--- src/sv/bba_pkg.sv ---
// Shared constants, types and codes of the bitmap block allocator.
package bba_pkg;

	localparam int MAX_BLOCKS = 4096;
	localparam int IDX_W      = 12;
	localparam int CNT_W      = 13;
	localparam int WORD_W     = 32;
	localparam int BIT_W      = $clog2(WORD_W);
	localparam int ROWS       = MAX_BLOCKS / WORD_W;
	localparam int ROW_W      = $clog2(ROWS);
	localparam int ST_W       = 2;
	localparam int CFG_IDX_W  = 1;
	localparam int CFG_DATA_W = 13;

	localparam logic [IDX_W-1:0] RST_FIRST_BLK    = IDX_W'(1);
	localparam logic [CNT_W-1:0] RST_TOTAL_BLOCKS = CNT_W'(4096);
	localparam logic [CNT_W-1:0] RST_FREE_COUNT   = CNT_W'(4095);

	localparam logic [CFG_IDX_W-1:0] REG_FIRST_BLK    = CFG_IDX_W'(0);
	localparam logic [CFG_IDX_W-1:0] REG_TOTAL_BLOCKS = CFG_IDX_W'(1);

	localparam logic KIND_ALLOC = 1'b0;
	localparam logic KIND_FREE  = 1'b1;

	typedef enum logic [ST_W-1:0] {
		ST_OK       = 2'd0,
		ST_NO_SPACE = 2'd1,
		ST_INVALID  = 2'd2
	} status_t;

	typedef enum logic [1:0] {
		S_IDLE,
		S_SCAN,
		S_FREE
	} state_t;

	typedef struct packed {
		logic [IDX_W-1:0] first_blk;
		logic [CNT_W-1:0] bound;
		logic             reload;
		logic [CNT_W-1:0] reload_cnt;
	} cfg_t;

	typedef struct packed {
		logic             found;
		logic [BIT_W-1:0] bit_pos;
	} scan_t;

endpackage

--- src/sv/bba_scan.sv ---
// Finds the lowest free block of one map word inside the allocatable range.
module bba_scan (
	input  logic [bba_pkg::WORD_W-1:0] word,
	input  logic [bba_pkg::ROW_W-1:0]  row,
	input  logic [bba_pkg::IDX_W-1:0]  first_blk,
	input  logic [bba_pkg::CNT_W-1:0]  bound,
	output bba_pkg::scan_t             res
);
	import bba_pkg::*;

	logic [WORD_W-1:0] lo_mask;
	logic [WORD_W-1:0] up_mask;
	logic [WORD_W-1:0] cand;

	always_comb begin
		lo_mask = '1;
		up_mask = '1;
		if (row == first_blk[IDX_W-1:BIT_W]) begin
			lo_mask = ~((WORD_W'(1) << first_blk[BIT_W-1:0]) - WORD_W'(1));
		end
		if ({1'b0, row} == bound[CNT_W-1:BIT_W]) begin
			up_mask = (WORD_W'(1) << bound[BIT_W-1:0]) - WORD_W'(1);
		end
		cand = ~word & lo_mask & up_mask;
		res.found   = |cand;
		res.bit_pos = '0;
		for (int j = WORD_W - 1; j >= 0; j--) begin
			if (cand[j]) begin
				res.bit_pos = BIT_W'(j);
			end
		end
	end

endmodule

--- src/sv/bba_ctrl.sv ---
// Request sequencer: word scan, read-modify-write of the map, counter and response register.
module bba_ctrl (
	input  logic                          clk,
	input  logic                          arst_n,
	input  bba_pkg::cfg_t                 cfg,
	input  logic                          req_valid,
	output logic                          req_stall,
	input  logic                          kind,
	input  logic [bba_pkg::IDX_W-1:0]     block_index,
	output logic                          rsp_valid,
	input  logic                          rsp_stall,
	output logic [bba_pkg::ST_W-1:0]      status,
	output logic [bba_pkg::IDX_W-1:0]     allocated_index,
	output logic [bba_pkg::CNT_W-1:0]     free_count,
	output logic                          ram_we,
	output logic [bba_pkg::ROW_W-1:0]     ram_waddr,
	output logic [bba_pkg::WORD_W-1:0]    ram_wdata,
	output logic [bba_pkg::ROW_W-1:0]     ram_raddr,
	input  logic [bba_pkg::WORD_W-1:0]    ram_rdata
);
	import bba_pkg::*;

	state_t            state_q, state_d;
	logic [ROW_W-1:0]  chk_q, chk_d;
	logic [IDX_W-1:0]  blk_q;
	logic [CNT_W-1:0]  cnt_q, cnt_d;
	logic [ROWS-1:0]   row_vld_q;
	logic              rd_vld_s1;
	logic              rsp_valid_q;
	status_t           status_q, status_d;
	logic [IDX_W-1:0]  idx_q, idx_d;
	logic [CNT_W-1:0]  count_q;
	logic              load_rsp;
	logic              req_ok;
	logic [WORD_W-1:0] word;
	logic [ROW_W:0]    next_row;
	logic              last_row;
	scan_t             scan;

	assign req_stall = (state_q != S_IDLE) || (rsp_valid_q && rsp_stall);
	assign req_ok    = req_valid && !req_stall;
	assign word      = rd_vld_s1 ? ram_rdata : '0;
	assign next_row  = {1'b0, chk_q} + (ROW_W + 1)'(1);
	assign last_row  = {next_row, BIT_W'(0)} >= cfg.bound;

	bba_scan u_scan (
		.word      (word),
		.row       (chk_q),
		.first_blk (cfg.first_blk),
		.bound     (cfg.bound),
		.res       (scan)
	);

	always_ff @(posedge clk or negedge arst_n) begin
		if (!arst_n) begin
			state_q <= S_IDLE;
		end else begin
			state_q <= state_d;
		end
	end

	always_comb begin
		state_d   = state_q;
		chk_d     = chk_q;
		cnt_d     = cnt_q;
		load_rsp  = 1'b0;
		status_d  = ST_OK;
		idx_d     = '0;
		ram_we    = 1'b0;
		ram_waddr = chk_q;
		ram_wdata = word;
		ram_raddr = next_row[ROW_W-1:0];
		unique case (state_q)
			S_IDLE: begin
				if (req_ok) begin
					if (kind == KIND_ALLOC) begin
						ram_raddr = cfg.first_blk[IDX_W-1:BIT_W];
						if (cnt_q == '0) begin
							load_rsp = 1'b1;
							status_d = ST_NO_SPACE;
						end else begin
							chk_d   = cfg.first_blk[IDX_W-1:BIT_W];
							state_d = S_SCAN;
						end
					end else begin
						ram_raddr = block_index[IDX_W-1:BIT_W];
						if (block_index < cfg.first_blk || {1'b0, block_index} >= cfg.bound) begin
							load_rsp = 1'b1;
							status_d = ST_INVALID;
						end else begin
							state_d = S_FREE;
						end
					end
				end
			end
			S_SCAN: begin
				if (scan.found) begin
					ram_we    = 1'b1;
					ram_wdata = word | (WORD_W'(1) << scan.bit_pos);
					cnt_d     = cnt_q - CNT_W'(1);
					load_rsp  = 1'b1;
					idx_d     = {chk_q, scan.bit_pos};
					state_d   = S_IDLE;
				end else if (last_row) begin
					load_rsp = 1'b1;
					status_d = ST_NO_SPACE;
					state_d  = S_IDLE;
				end else begin
					chk_d = next_row[ROW_W-1:0];
				end
			end
			S_FREE: begin
				ram_we    = 1'b1;
				ram_waddr = blk_q[IDX_W-1:BIT_W];
				ram_wdata = word & ~(WORD_W'(1) << blk_q[BIT_W-1:0]);
				if (cnt_q < CNT_W'(MAX_BLOCKS)) begin
					cnt_d = cnt_q + CNT_W'(1);
				end
				load_rsp = 1'b1;
				state_d  = S_IDLE;
			end
			default: begin
				state_d = S_IDLE;
			end
		endcase
		if (cfg.reload) begin
			cnt_d = cfg.reload_cnt;
		end
	end

	always_ff @(posedge clk or negedge arst_n) begin
		if (!arst_n) begin
			cnt_q       <= RST_FREE_COUNT;
			row_vld_q   <= '0;
			rd_vld_s1   <= 1'b0;
			rsp_valid_q <= 1'b0;
		end else begin
			cnt_q     <= cnt_d;
			rd_vld_s1 <= row_vld_q[ram_raddr];
			if (ram_we) begin
				row_vld_q[ram_waddr] <= 1'b1;
			end
			if (load_rsp) begin
				rsp_valid_q <= 1'b1;
			end else if (!rsp_stall) begin
				rsp_valid_q <= 1'b0;
			end
		end
	end

	always_ff @(posedge clk) begin
		chk_q <= chk_d;
		if (req_ok) begin
			blk_q <= block_index;
		end
		if (load_rsp) begin
			status_q <= status_d;
			idx_q    <= idx_d;
			count_q  <= cnt_d;
		end
	end

	assign rsp_valid       = rsp_valid_q;
	assign status          = status_q;
	assign allocated_index = idx_q;
	assign free_count      = count_q;

endmodule

--- config.mk ---
export PLATFORM = sky130hd
export DESIGN_NAME = bba_ctrl
export DESIGN_NICKNAME = d
export VERILOG_FILES = /design/src/sv/bba_pkg.sv /design/src/sv/bba_scan.sv /design/src/sv/bba_ctrl.sv
export SDC_FILE = /design/constraint.sdc
export NUM_CORES = 1
export LEC_CHECK = 0
export BUFFER_PORTS_ARGS = -buffer_cell sky130_fd_sc_hd__buf_2
export CORE_MARGIN = 2
export CORE_UTILIZATION = 30
export CTS_CLUSTER_DIAMETER = 100
export DETAILED_ROUTE_END_ITERATION = 8
export GPL_ROUTABILITY_DRIVEN = 1
export GPL_TIMING_DRIVEN = 0
export HOLD_SLACK_MARGIN = 0.03
export PLACE_DENSITY = 0.49
export SLEW_MARGIN = 0
export SYNTH_ARGS = -nofsm -noshare
export SYNTH_HDL_FRONTEND = slang
export SYNTH_HIERARCHICAL = 1
export SYNTH_SLANG_ARGS = --single-unit
--- constraint.sdc ---
create_clock -name clk -period 5.7 [get_ports clk]
set_clock_uncertainty 0.05 [all_clocks]
set_input_delay 0.285 -clock clk [delete_from_list [all_inputs] [get_ports clk]]
set_output_delay 0.285 -clock clk [all_outputs]
set_load 0.005 [all_outputs]
# Word level (Yosys, flattened, before mapping)
# Cells that the tools add are included.
# Widths: inputs -> output; s select.
[totals] ram_bits=0 wordCells=141 mem_bits_ro=0 input_bits=88 n_memories=0 latchBits=0 ff_bits=191 output_inout_bits=76
[op_classes] div=0 magnitude_cmp=7 n_reduce_logical=14 n_shift=4 n_mul=0 addsub=5 n_eq_ne=13 bitwise=8 n_mux=80
[op_table] op="$mux 5" count=32
[op_table] op="$mux 32" count=4
[op_table] op="$or 128x128->128" count=1
[op_table] op="$shl 1x5->32 const A" count=4
[op_table] op="$and 32x32->32" count=3
[op_table] op="$not 32->32" count=3
[op_table] op="$pmux 32 s2" count=1
[op_table] op="$sub 32x2->32 const B" count=2
[op_table] op="$mux 7" count=9
[op_table] op="$mux 13" count=3
[op_table] op="$or 32x32->32" count=1
[op_table] op="$reduce_or 32->1" count=1
[op_table] op="$pmux 13 s2" count=1
[op_table] op="$mux 2" count=9
[op_table] op="$lt 7x8->1 const B" count=2
[op_table] op="$mux 1" count=14
[op_table] op="$pmux 7 s2" count=1
[op_table] op="$add 13x1->13 const B" count=1
[op_table] op="$ge 12x13->1" count=1
[op_table] op="$ge 13x13->1" count=1
[op_table] op="$logic_not 13->1" count=1
[op_table] op="$lt 13x13->1 const B" count=1
[op_table] op="$sub 13x1->13 const B" count=1
[op_table] op="$lt 12x12->1" count=1
[op_table] op="22 further kinds" count=33

# Depth between registers and ports, before layout
# Gate-level depths: netlist of the first run.
[logic_depth] word_depth=42 ltp_mapped=24 depth_no_buf=21

# By module
# Netlist of the first run, hierarchy kept.
[by_module_without_submodules] module="bba_ctrl" instances=1 area_per_inst_um2=10694.0 cells_per_inst=1038 seq_area_each_um2=5024.8
[by_module_without_submodules] module="bba_scan" instances=1 area_per_inst_um2=2182.1 cells_per_inst=350 seq_area_each_um2=0.0

# Worst setup path after synthesis of the first run
# No wires, ideal clock.
[synth_timing] path_type="input to register" from="input cfg[18] (netlist bit)" to="register idx_q[0] (netlist: allocated_index[0]), enable pin" setup_ps=420 stages=19 arrival_time_ps=4922 n_path_buf=3 required_time_ps=5230 path_slack_ps=308 path_cell_list="clkbuf_1 > or2_2 > nor2_1 > nand3b_1 > ha_1 > or2_2 > o2bb2a_1 > o32ai_1 > nor2_1 > or3_1 > nand3_1 > nor3_1 > nor3b_2 > nand2_1 > clkbuf_1 > and2_1 > clkbuf_1 > nor4_1 > a21oi_1"
[synth_rtl] element="start, declared" line="bba_ctrl.sv:5" rtl="input bba_pkg::cfg_t cfg,"
[synth_rtl] element="end signal, assigned" line="bba_ctrl.sv:158" rtl="idx_q <= idx_d;"
[synth_rtl] element="end, declared" line="bba_ctrl.sv:31" rtl="logic [IDX_W-1:0] idx_q, idx_d;"

==> results of run 1 <==
## cell usage in the layout (no fill, tap or decap), drive strengths merged, types with 13 or more instances in the layout
cell / count
or2: 13
nor2: 95
dlygate4sd3: 18
o21ai: 98
mux4: 22
a21oi: 118
mux2i: 24
nand2b: 20
and2: 39
nand3: 23
o21bai: 36
a211oi: 14
clkbuf: 72
a21o: 106
ha: 40
inv: 72
a221oi: 17
o22ai: 14
dfrtp: 133
buf: 197
nor3: 29
edfxtp: 46
and3: 19
xnor2: 16
mux2: 19
nand2: 100
## how the worst min path moves through the flow
| stage | startpoint | endpoint | slack (ps) | cells past startpoint |
|---|---|---|---|---|
| 6_report | block_index[7] | blk_q[7] | 50 | 1 |
| 5_1_grt | block_index[7] | blk_q[7] | 40 | 1 |
| 4_1_cts | cfg[8] | cnt_q[8] | 30 | 3 |
| 3_5_place_dp | arst_n | cnt_q[12] | 340 | 1 |
| 3_3_place_gp | row_vld_q[93] | row_vld_q[93] | 380 | 1 |
| 2_1_floorplan | arst_n | cnt_q[12] | -60 | 0 |
## worst max-delay path, stage by stage
cell and delay [ps]:
buf_2 130, clkbuf_1 230, or2_2 420, nor2_2 260, nand3b_1 120, ha_1 310, clkbuf_1 250, a22o_1 280
a22oi_1 320, a221oi_1 200, a31oi_2 340, nand4_1 200, nor3_2 300, nand2_2 210, and2_2 300, o21ai_1 490
inv_1 170, nand2_1 180, nor2_1 80, clkbuf_1 360, a21o_1 290
## timing repair
| item | 4_1_cts | 5_1_grt |
|---|---|---|
| hold buffers | 18 | 0 |
| endpoints found under the setup margin | 163 | 124 |
| hold endpoints to repair | 85 | 0 |
| setup buffers | 0 | 1 |
| resized for setup | 6 | 21 |
| pin swaps | 0 | 1 |
## layer usage
layer / vias up / track usage [%] / share of wire [%]
met5: - / 0 / 0.015
met4: 2 / 5.998 / 2.0
met3: 49 / 2.825 / 5.3
met2: 418 / 34.70 / 46
met1: 5912 / 30.46 / 46
li1: 5542 / - / -
## layout make-up
class,count,area [um2]
fillers,4303,26870
multi-input cells,1040,7244
flip-flops and latches,191,5025
inverters,66,247.7
plain buffers,87,429.2
repair buffers,182,1032
well taps,539,674.4
clock buffers,18,439.2
clock inverters,14,168.9
diodes,1,2.502
## sequential cells by signal, indices dropped and copies added, names as in the netlist
register / cells
blk_q: 12
allocated_index: 12
chk_q: 7
status: 2
row_vld_q: 128
rsp_valid: 1
cnt_q: 13
state_q: 2
free_count: 13
rd_vld_s1: 1
## kinds of logic after synthesis
| kind of cell | count (synthesis) | share of synthesized area (%) |
|---|---|---|
| compound gates | 505 | 26.53 |
| fa+ha+maj | 40 | 3.887 |
| buf+inv | 157 | 5.315 |
| flops | 191 | 39.02 |
| xor+xnor | 25 | 1.701 |
| mux | 65 | 7.492 |
| simple gates | 405 | 16.05 |
## power breakdown
group | switching (W) | internal (W)
clock | 0.000592 | 0.000676
sequential | 0.000262 | 0.00192
combinational | 0.00172 | 0.00106
## Yosys cell counts (16+ instances only)
| cell type | instances | area, um2 |
|---|---|---|
| dfrtp_1 | 133 | 3328 |
| a21oi_1 | 115 | 575.6 |
| a21o_1 | 106 | 795.8 |
| nand2_1 | 100 | 375.4 |
| nor2_1 | 94 | 352.8 |
| o21ai_0 | 94 | 470.5 |
| inv_1 | 64 | 240.2 |
| clkbuf_1 | 58 | 217.7 |
| edfxtp_1 | 46 | 1381 |
| ha_1 | 40 | 500.5 |
| and2_1 | 37 | 231.5 |
| o21bai_1 | 36 | 270.3 |
| nor3_1 | 28 | 140.1 |
| mux2i_1 | 23 | 230.2 |
| nand3_1 | 22 | 110.1 |
| nand2b_1 | 20 | 125.1 |
| and3_1 | 19 | 118.9 |
| mux2_2 | 19 | 214.0 |
| mux4_2 | 19 | 427.9 |
| xnor2_1 | 16 | 140.1 |
## stage by stage
stage / hold WS, ps / util, % / power [W] / area, um2 / setup TNS [ps]
6_report: 49.62 / 36.23 / 0.006228 / 15260 / 0
5_1_grt: 37.87 / 36.23 / 0.006617 / 15260 / 0
4_1_cts: 34.92 / 36.07 / 0.006234 / 15200 / 0
3_5_place_dp: 336.9 / 34.19 / 0.004938 / 14410 / -129590
3_3_place_gp: 382.3 / 34.08 / 0.004917 / 14360 / -169140
2_1_floorplan: -60.59 / - / 0.003876 / 12880 / 0
==> results.sh, run 1 <==
export IMPL_drv_cap=0
export IMPL_first_pass_iters=5
export IMPL_grt_pass1_vias=11723
export IMPL_remaining_drc_errors=0
export IMPL_synth_edf_count=46
export IMPL_die_w_um=211.2
export IMPL_grt_max_degree=82
export IMPL_async_reset_ff_share_pct=75.92
export IMPL_port_buffers=162
export IMPL_routedWlPerCell_um=22.47
export IMPL_post_route_period_util_pct=95.66
export IMPL_ys_warn_count=6
export IMPL_crit_path_start="cfg[18]"
export IMPL_power_density_mw_per_mm2=408.0
export IMPL_drt_total_wl_um=48040
export IMPL_dieArea_mm2=0.04459
export IMPL_num_vias=11923
export IMPL_syn_nets=1516
export IMPL_ys_flop_type="dfrtp_1"
export IMPL_start_util_pct=30.56
export IMPL_hold_violations=0
export IMPL_final_max_slew_viol_count=0
export IMPL_syn_instance_count=1388
export IMPL_status="completed"
export IMPL_ff2ff_setup_slack_ps=390
export IMPL_synthDistinctLibCells=95
export IMPL_cts_num_sinks=191
export IMPL_arrival_ps=5750
export IMPL_cts_buffer_depth=2
export IMPL_synth_area_per_cell_um2=9.277
export IMPL_path_class="in2reg"
export IMPL_dp_slack_ps=-1030
export IMPL_cts_tree="built"
export IMPL_setup_ws_ps=247.4
export IMPL_path_max_fanout=10
export IMPL_r2r_cells=16
export IMPL_syn_to_final_growth_pct=18.54
export IMPL_p_leak_nw=7.234
export IMPL_r2r_end="row_vld_q[118]"
export IMPL_grt_pass1_wl_um=72630
export IMPL_drtIter0Drc=1100
export IMPL_rows=75
export IMPL_ys_seq_area_share_pct=39.02
export IMPL_fp_coreArea_mm2=0.04213
export IMPL_grt_usage_pct=21.60
export IMPL_gp_congestion=0.9546
export IMPL_cp_end_kind="flop"
export IMPL_antenna_found_initial=2
export IMPL_fmax_mhz=183.4
export IMPL_placedCellCount=2090
export IMPL_hold_class="in2reg"
export IMPL_worst_pin_slew_ps=1165
export IMPL_instances_no_fill=2138
export IMPL_hpwlAfterDp_um=37140
export IMPL_htree_levels=4
export IMPL_insertion_delay_ps=460
export IMPL_cp_endpoint="row_vld_q[118]"
export IMPL_synth_area_mm2=0.01288
export IMPL_crit_required_ps=6000
export IMPL_fin_crit_ps=5453
export IMPL_viasPerCell=5.577
export IMPL_drive_gt1_share_pct=20.03
export IMPL_rsz0062_at_grt="no"
export IMPL_die_y_um=211.2
export IMPL_setup_viol=0
export IMPL_reg2reg_from="chk_q[4]"
export IMPL_layout_nets=1713
export IMPL_numCtsBuffers=17
export IMPL_synth_seq_cells=191
export IMPL_start_kind="input pin"
export IMPL_antenna_left=0
export IMPL_grt_overflow=0
export IMPL_cts_root_buf="clkbuf_16"
export IMPL_slew_headroom_pct=20.13
export IMPL_clk_pin_slew_ps=80
export IMPL_ir_drop_mv=0.2261
export IMPL_io_pins=164
No activity file was read; power rests on OpenSTA's default activity.
==> run 2: changes to the inputs <==
Settings changed: PLACE_DENSITY 0.49 to 0.5, SYNTH_HIERARCHICAL 1 to default.
==> results.sh, run 2 <==
export IMPL_r2r_cells=15
export IMPL_synth_top_cell_area_share_pct=24.51
export IMPL_drv_cap=0
export IMPL_fp_coreArea_mm2=0.04441
export IMPL_syn_nets=1555
export IMPL_grt_pass1_wl_um=79320
export IMPL_cts_buffer_depth=2
export IMPL_drive_gt1_share_pct=22.19
export IMPL_htree_levels=4
export IMPL_largest_reg_flops=128
export IMPL_cts_num_sinks=191
export IMPL_power_density_mw_per_mm2=413.1
export IMPL_rsz0062_at_grt="no"
export IMPL_die_w_um=216.8
export IMPL_fin_crit_ps=5477
export IMPL_num_vias=12530
export IMPL_cts_tree="built"
export IMPL_switchingPower_w=0.002816
export IMPL_antenna_left=0
export IMPL_post_route_period_util_pct=96.09
export IMPL_hold_violations=0
export IMPL_synth_most_common_cell="nand2_1"
export IMPL_placedCellCount=2181
export IMPL_p_seq_share_pct=32.5
export IMPL_grt_usage_pct=22.19
export IMPL_cp_end_kind="output port"
export IMPL_synth_area_per_cell_um2=9.517
export IMPL_path_max_fanout=10
export IMPL_final_common_cell="buf_2"
export IMPL_async_reset_ff_share_pct=75.92
export IMPL_numCtsBuffers=17
export IMPL_cts_root_buf="clkbuf_16"
export IMPL_setup_viol=0
export IMPL_mostFrequentLayoutCells="buf_2, nand2_1, dfrtp_1"
export IMPL_ys_warn_count=0
export IMPL_start_util_pct=30.58
export IMPL_status="completed"
export IMPL_synth_area_leaders="dfrtp_1, edfxtp_1, a21o_1, mux4_2, nand2_1"
export IMPL_ys_flop_type="dfrtp_1"
export IMPL_grt_pass1_vias=12458
export IMPL_arrival_ps=5140
export IMPL_dpl_instance_area_mm2=0.01520
export IMPL_start_kind="input pin"
export IMPL_rows=77
export IMPL_gp_congestion=0.9380
export IMPL_layout_nets=1742
export IMPL_insertion_delay_ps=450
export IMPL_seq_area_mm2=0.005025
export IMPL_pwr_share_comb_pct=47.9
export IMPL_fillCellCount=4594
export IMPL_hpwlAfterDp_um=40690
export IMPL_synth_edf_count=46
export IMPL_p_leak_nw=7.410
export IMPL_ys_seq_area_share_pct=37.00
export IMPL_dieArea_mm2=0.04699
export IMPL_final_max_slew_viol_count=0
export IMPL_instances_no_fill=2221
export IMPL_io_pins=164
export IMPL_viasPerCell=5.642
export IMPL_drt_total_wl_um=52490
export IMPL_largest_register="row_vld_q"
export IMPL_grt_max_degree=100
export IMPL_yosys_top_cells_count="nand2_1, dfrtp_1, a21o_1"
export IMPL_slew_headroom_pct=21.20
export IMPL_remaining_drc_errors=0
export IMPL_drtIter0Drc=1131
export IMPL_clk_pin_slew_ps=80
export IMPL_sw_frac_of_total_pct=42.78
export IMPL_hold_class="in2reg"
export IMPL_first_pass_iters=5
export IMPL_synth_area_leader_cell="dfrtp_1"
export IMPL_die_y_um=216.8
export IMPL_crit_required_ps=5370
export IMPL_syn_to_final_growth_pct=17.31
export IMPL_p_int_w=0.003766
export IMPL_multi_input_area_mm2=0.007923
export IMPL_routedWlPerCell_um=23.63
export IMPL_ir_drop_mv=0.2997
export IMPL_fmax_mhz=182.6
export IMPL_worst_pin_slew_ps=1171
export IMPL_postLayoutCellArea_mm2=0.01593
export IMPL_port_buffers=159
export IMPL_min_path_cells=3
export IMPL_syn_instance_count=1427
export IMPL_synth_seq_cells=191
export IMPL_synthDistinctLibCells=103
export IMPL_synth_area_mm2=0.01358
export IMPL_antenna_found_initial=2
export IMPL_p_clk_share_pct=19.6
export IMPL_path_class="in2out"
export IMPL_grt_overflow=0
## run 2: cell types whose count changed after synthesis, sizes merged, moves of 18 or more
cell    change
buf        +20
a21oi      -40
o21bai     +29
mux2i      +18
nand3      +21
nand2      +45
and2       -22
## run 2: path summary, 6_finish.rpt
kind                                from             to  slack (ps)
max                              cfg[15]   ram_wdata[9]         220
min                               cfg[3]       cnt_q[3]          50
max reg2reg                     chk_q[0]       chk_q[1]         350
min reg2reg                row_vld_q[65]  row_vld_q[65]         410
max in group asynchronous         arst_n  row_vld_q[94]        4470
min in group asynchronous         arst_n  row_vld_q[65]         290
## run 2: final cells by class
class,instances,area share (%)
Clock buffer,19,2.851
Buffer,94,3.000
Clock inverter,13,1.029
Timing Repair Buffer,168,5.757
Tap cell,592,4.649
Multi-Input combinational cell,1082,49.73
Antenna cell,2,0.03141
Inverter,60,1.414
Sequential cell,191,31.54
## run 2: repair_timing
action,CTS,global route
pin swaps,0,1
endpoints found under the hold margin,38,0
gates resized for setup,1,7
setup endpoints to repair,5,38
setup buffers,0,1
hold buffers,5,0
## run 2: through the flow
stage	power (W)	setup WS, ps	TNS (ps)	hold WS [ps]	util, %
final	0.006582	222.6	0	45.96	35.87
after floorplan	0.004064	796.4	0	-60.59	-
after global placement	0.005224	-1333	-40800	382.7	34.05
after global routing	0.006967	33.34	0	38.43	35.86
after CTS	0.006594	124.2	0	41.94	35.74
after detailed placement	0.005286	-434.0	-3191	209.5	34.22
## run 2: kinds of logic (layout without fill, tap and decap cells)
group / after synthesis / in the layout / synth area share, %
simple gates: 449 / 449 / 17.10
flops: 191 / 191 / 37.00
other cells: 0 / 2 / 0
xor+xnor: 22 / 22 / 1.972
buf+inv: 154 / 354 / 5.178
fa+ha+maj: 40 / 40 / 3.685
mux: 76 / 76 / 8.568
compound gates: 495 / 495 / 26.50
## run 2: layer usage
| metal | part of all wire [%] | global-route usage [%] | vias to the layer above |
|---|---|---|---|
| li1 | - | - | 5710 |
| met1 | 45 | 30.20 | 6218 |
| met2 | 46 | 36.04 | 504 |
| met3 | 5.8 | 3.256 | 98 |
| met4 | 3.1 | 7.717 | 0 |
| met5 | 0 | 0 | - |
## run 2: worst max-delay path, stage by stage
cell      delay, ps
buf_2           100
buf_2           170
or3_1           380
clkbuf_1        240
nor3_4          290
inv_1            70
ha_1            250
buf_2           210
nand2_1         160
a21oi_1          70
o41ai_2         540
a21oi_1         130
a311oi_1        480
and2_1          280
o41ai_1         110
a21oi_1         320
buf_2           360
nand2_1         170
o41ai_2         310
buf_2           180
## run 2: power by group through the flow
stage                     combinational, W  clock [W]  sequential [W]
after floorplan                    0.00197          0         0.00210
after global placement             0.00307          0         0.00216
after detailed placement           0.00313          0         0.00216
after CTS                          0.00314    0.00132         0.00213
after global routing               0.00341    0.00137         0.00218
final                              0.00315    0.00129         0.00214
==> run 3: changes to the inputs <==
Settings changed: GPL_TIMING_DRIVEN 0 to 1.
==> results.sh, run 3 (synthesis results as in run 2) <==
export IMPL_status="completed"
export IMPL_cp_end_kind="output port"
export IMPL_cts_buffer_depth=2
export IMPL_power_density_mw_per_mm2=408.8
export IMPL_worst_pin_slew_ps=1120
export IMPL_cts_root_buf="clkbuf_16"
export IMPL_layout_nets=1680
export IMPL_cts_setup_buffers=0
export IMPL_path_max_fanout=17
export IMPL_htree_levels=4
export IMPL_largest_register="row_vld_q"
export IMPL_gp_congestion=0.9540
export IMPL_grt_usage_pct=21.03
export IMPL_slew_headroom_pct=25.36
export IMPL_reg2reg_from="chk_q[0]"
export IMPL_p_leak_nw=7.257
export IMPL_mostFrequentLayoutCells="buf_2, nand2_1, dfrtp_1"
export IMPL_setup_ws_ps=262.4
export IMPL_setup_viol=0
export IMPL_cts_tree="built"
export IMPL_r2r_end="rsp_valid"
export IMPL_start_util_pct=30.58
export IMPL_hpwlAfterDp_um=37860
export IMPL_arrival_ps=5100
export IMPL_wl_met2_um=23870
export IMPL_final_common_cell="buf_2"
export IMPL_drt_met1_wl_um=21810
export IMPL_rows=77
export IMPL_ir_drop_mv=0.2454
export IMPL_grt_overflow=0
export IMPL_hold_violations=0
export IMPL_port_buffers=163
export IMPL_whs_ps=49.79
export IMPL_grt_pass1_vias=12010
export IMPL_start_kind="flop"
export IMPL_antenna_left=0
export IMPL_grt_max_degree=91
export IMPL_final_max_slew_viol_count=0
export IMPL_numCtsBuffers=17
export IMPL_io_pins=164
export IMPL_crit_required_ps=5370
export IMPL_min_path_cells=3
export IMPL_dp_slack_ps=388.1
export IMPL_dieArea_mm2=0.04699
export IMPL_fp_coreArea_mm2=0.04441
export IMPL_insertion_delay_ps=450
export IMPL_path_class="reg2out"
export IMPL_remaining_drc_errors=0
export IMPL_fin_crit_ps=5438
export IMPL_first_pass_iters=5
export IMPL_crit_path_start="chk_q[0]"
export IMPL_hp_start="cfg[8]"
export IMPL_dr_wl_met3_um=2974
export IMPL_drive_gt1_share_pct=22.11
export IMPL_highest_layer="met5"
export IMPL_num_vias=12028
export IMPL_fmax_mhz=183.9
export IMPL_holdPathEnd="cnt_q[8]"
export IMPL_clk_pin_slew_ps=80
export IMPL_antenna_found_initial=3
export IMPL_die_y_um=216.8
export IMPL_r2r_cells=13
export IMPL_cts_num_sinks=191
export IMPL_largest_reg_flops=128
export IMPL_rsz0062_at_grt="no"
export IMPL_drv_cap=0
export IMPL_drtIter0Drc=1195
export IMPL_viasPerCell=5.571
export IMPL_drt_total_wl_um=49680
export IMPL_routedWlPerCell_um=23.01
export IMPL_post_route_period_util_pct=95.40
export IMPL_hold_class="in2reg"
export IMPL_grt_pass1_wl_um=75590
export IMPL_tns_ps=0
export IMPL_ff2ff_setup_slack_ps=770
export IMPL_die_w_um=216.8
export IMPL_syn_to_final_growth_pct=15.13
run 3: area by class of cell:
type | instances | area (um2)
fill | 4597 | 28780
antenna | 2 | 5.005
clock buffer | 18 | 450.4
inverter | 60 | 225.2
multi-input combinational | 1082 | 7924
sequential | 191 | 5025
tap | 592 | 740.7
timing repair buffer | 200 | 1125
clock inverter | 14 | 140.1
run 3: worst max-delay path: stages (launching register included):
cell      delay [ps]
edfxtp_1         630
inv_1            210
ha_1             340
nor2_1           220
nand4_4          360
o41ai_4          560
a21oi_1          110
a311oi_1         610
o211ai_1         200
a31o_1           250
a211o_1          490
nor2b_2          300
a32o_1           220
buf_2            120
run 3: repair_timing:
action	in CTS	in global routing
gates resized for setup	0	3
hold endpoints to repair	93	0
hold buffers	5	0
setup endpoints to repair	0	31
run 3: power by group:
part           leakage [nW]  internal (W)  switching [W]  total [W]
Sequential             2.40       0.00191       0.000350    0.00226
Clock                 0.282      0.000609       0.000602    0.00121
Combinational          4.57       0.00114        0.00178    0.00292
run 3: worst max path at each step:
stage / end / slack (ps) / cells past startpoint
after global placement: rsp_valid / 420 / 14
after global routing: ram_wdata[5] / 3 / 13
after detailed placement: free_count[2] / 390 / 15
after floorplan: allocated_index[0] / 800 / 16
after CTS: ram_wdata[5] / 30 / 13
final: ram_wdata[5] / 260 / 13
run 3: per-layer routing:
metal / track usage, % / up-vias
li1: - / 5571
met1: 28.23 / 5959
met3: 3.033 / 58
met2: 35.41 / 438
met4: 5.662 / 2
met5: 0 / -
run 3: through the flow:
| stage | instances | total power (W) | instance area (um2) | util [%] |
|---|---|---|---|---|
| 2_1_floorplan | 1427 | 0.004064 | 13590 | - |
| 3_3_place_gp | 2120 | 0.005174 | 14970 | 33.70 |
| 3_5_place_dp | 2120 | 0.005193 | 14970 | 33.70 |
| 4_1_cts | 2157 | 0.006421 | 15610 | 35.14 |
| 5_1_grt | 2158 | 0.006778 | 15630 | 35.20 |
| 6_report | 2159 | 0.006392 | 15640 | 35.20 |
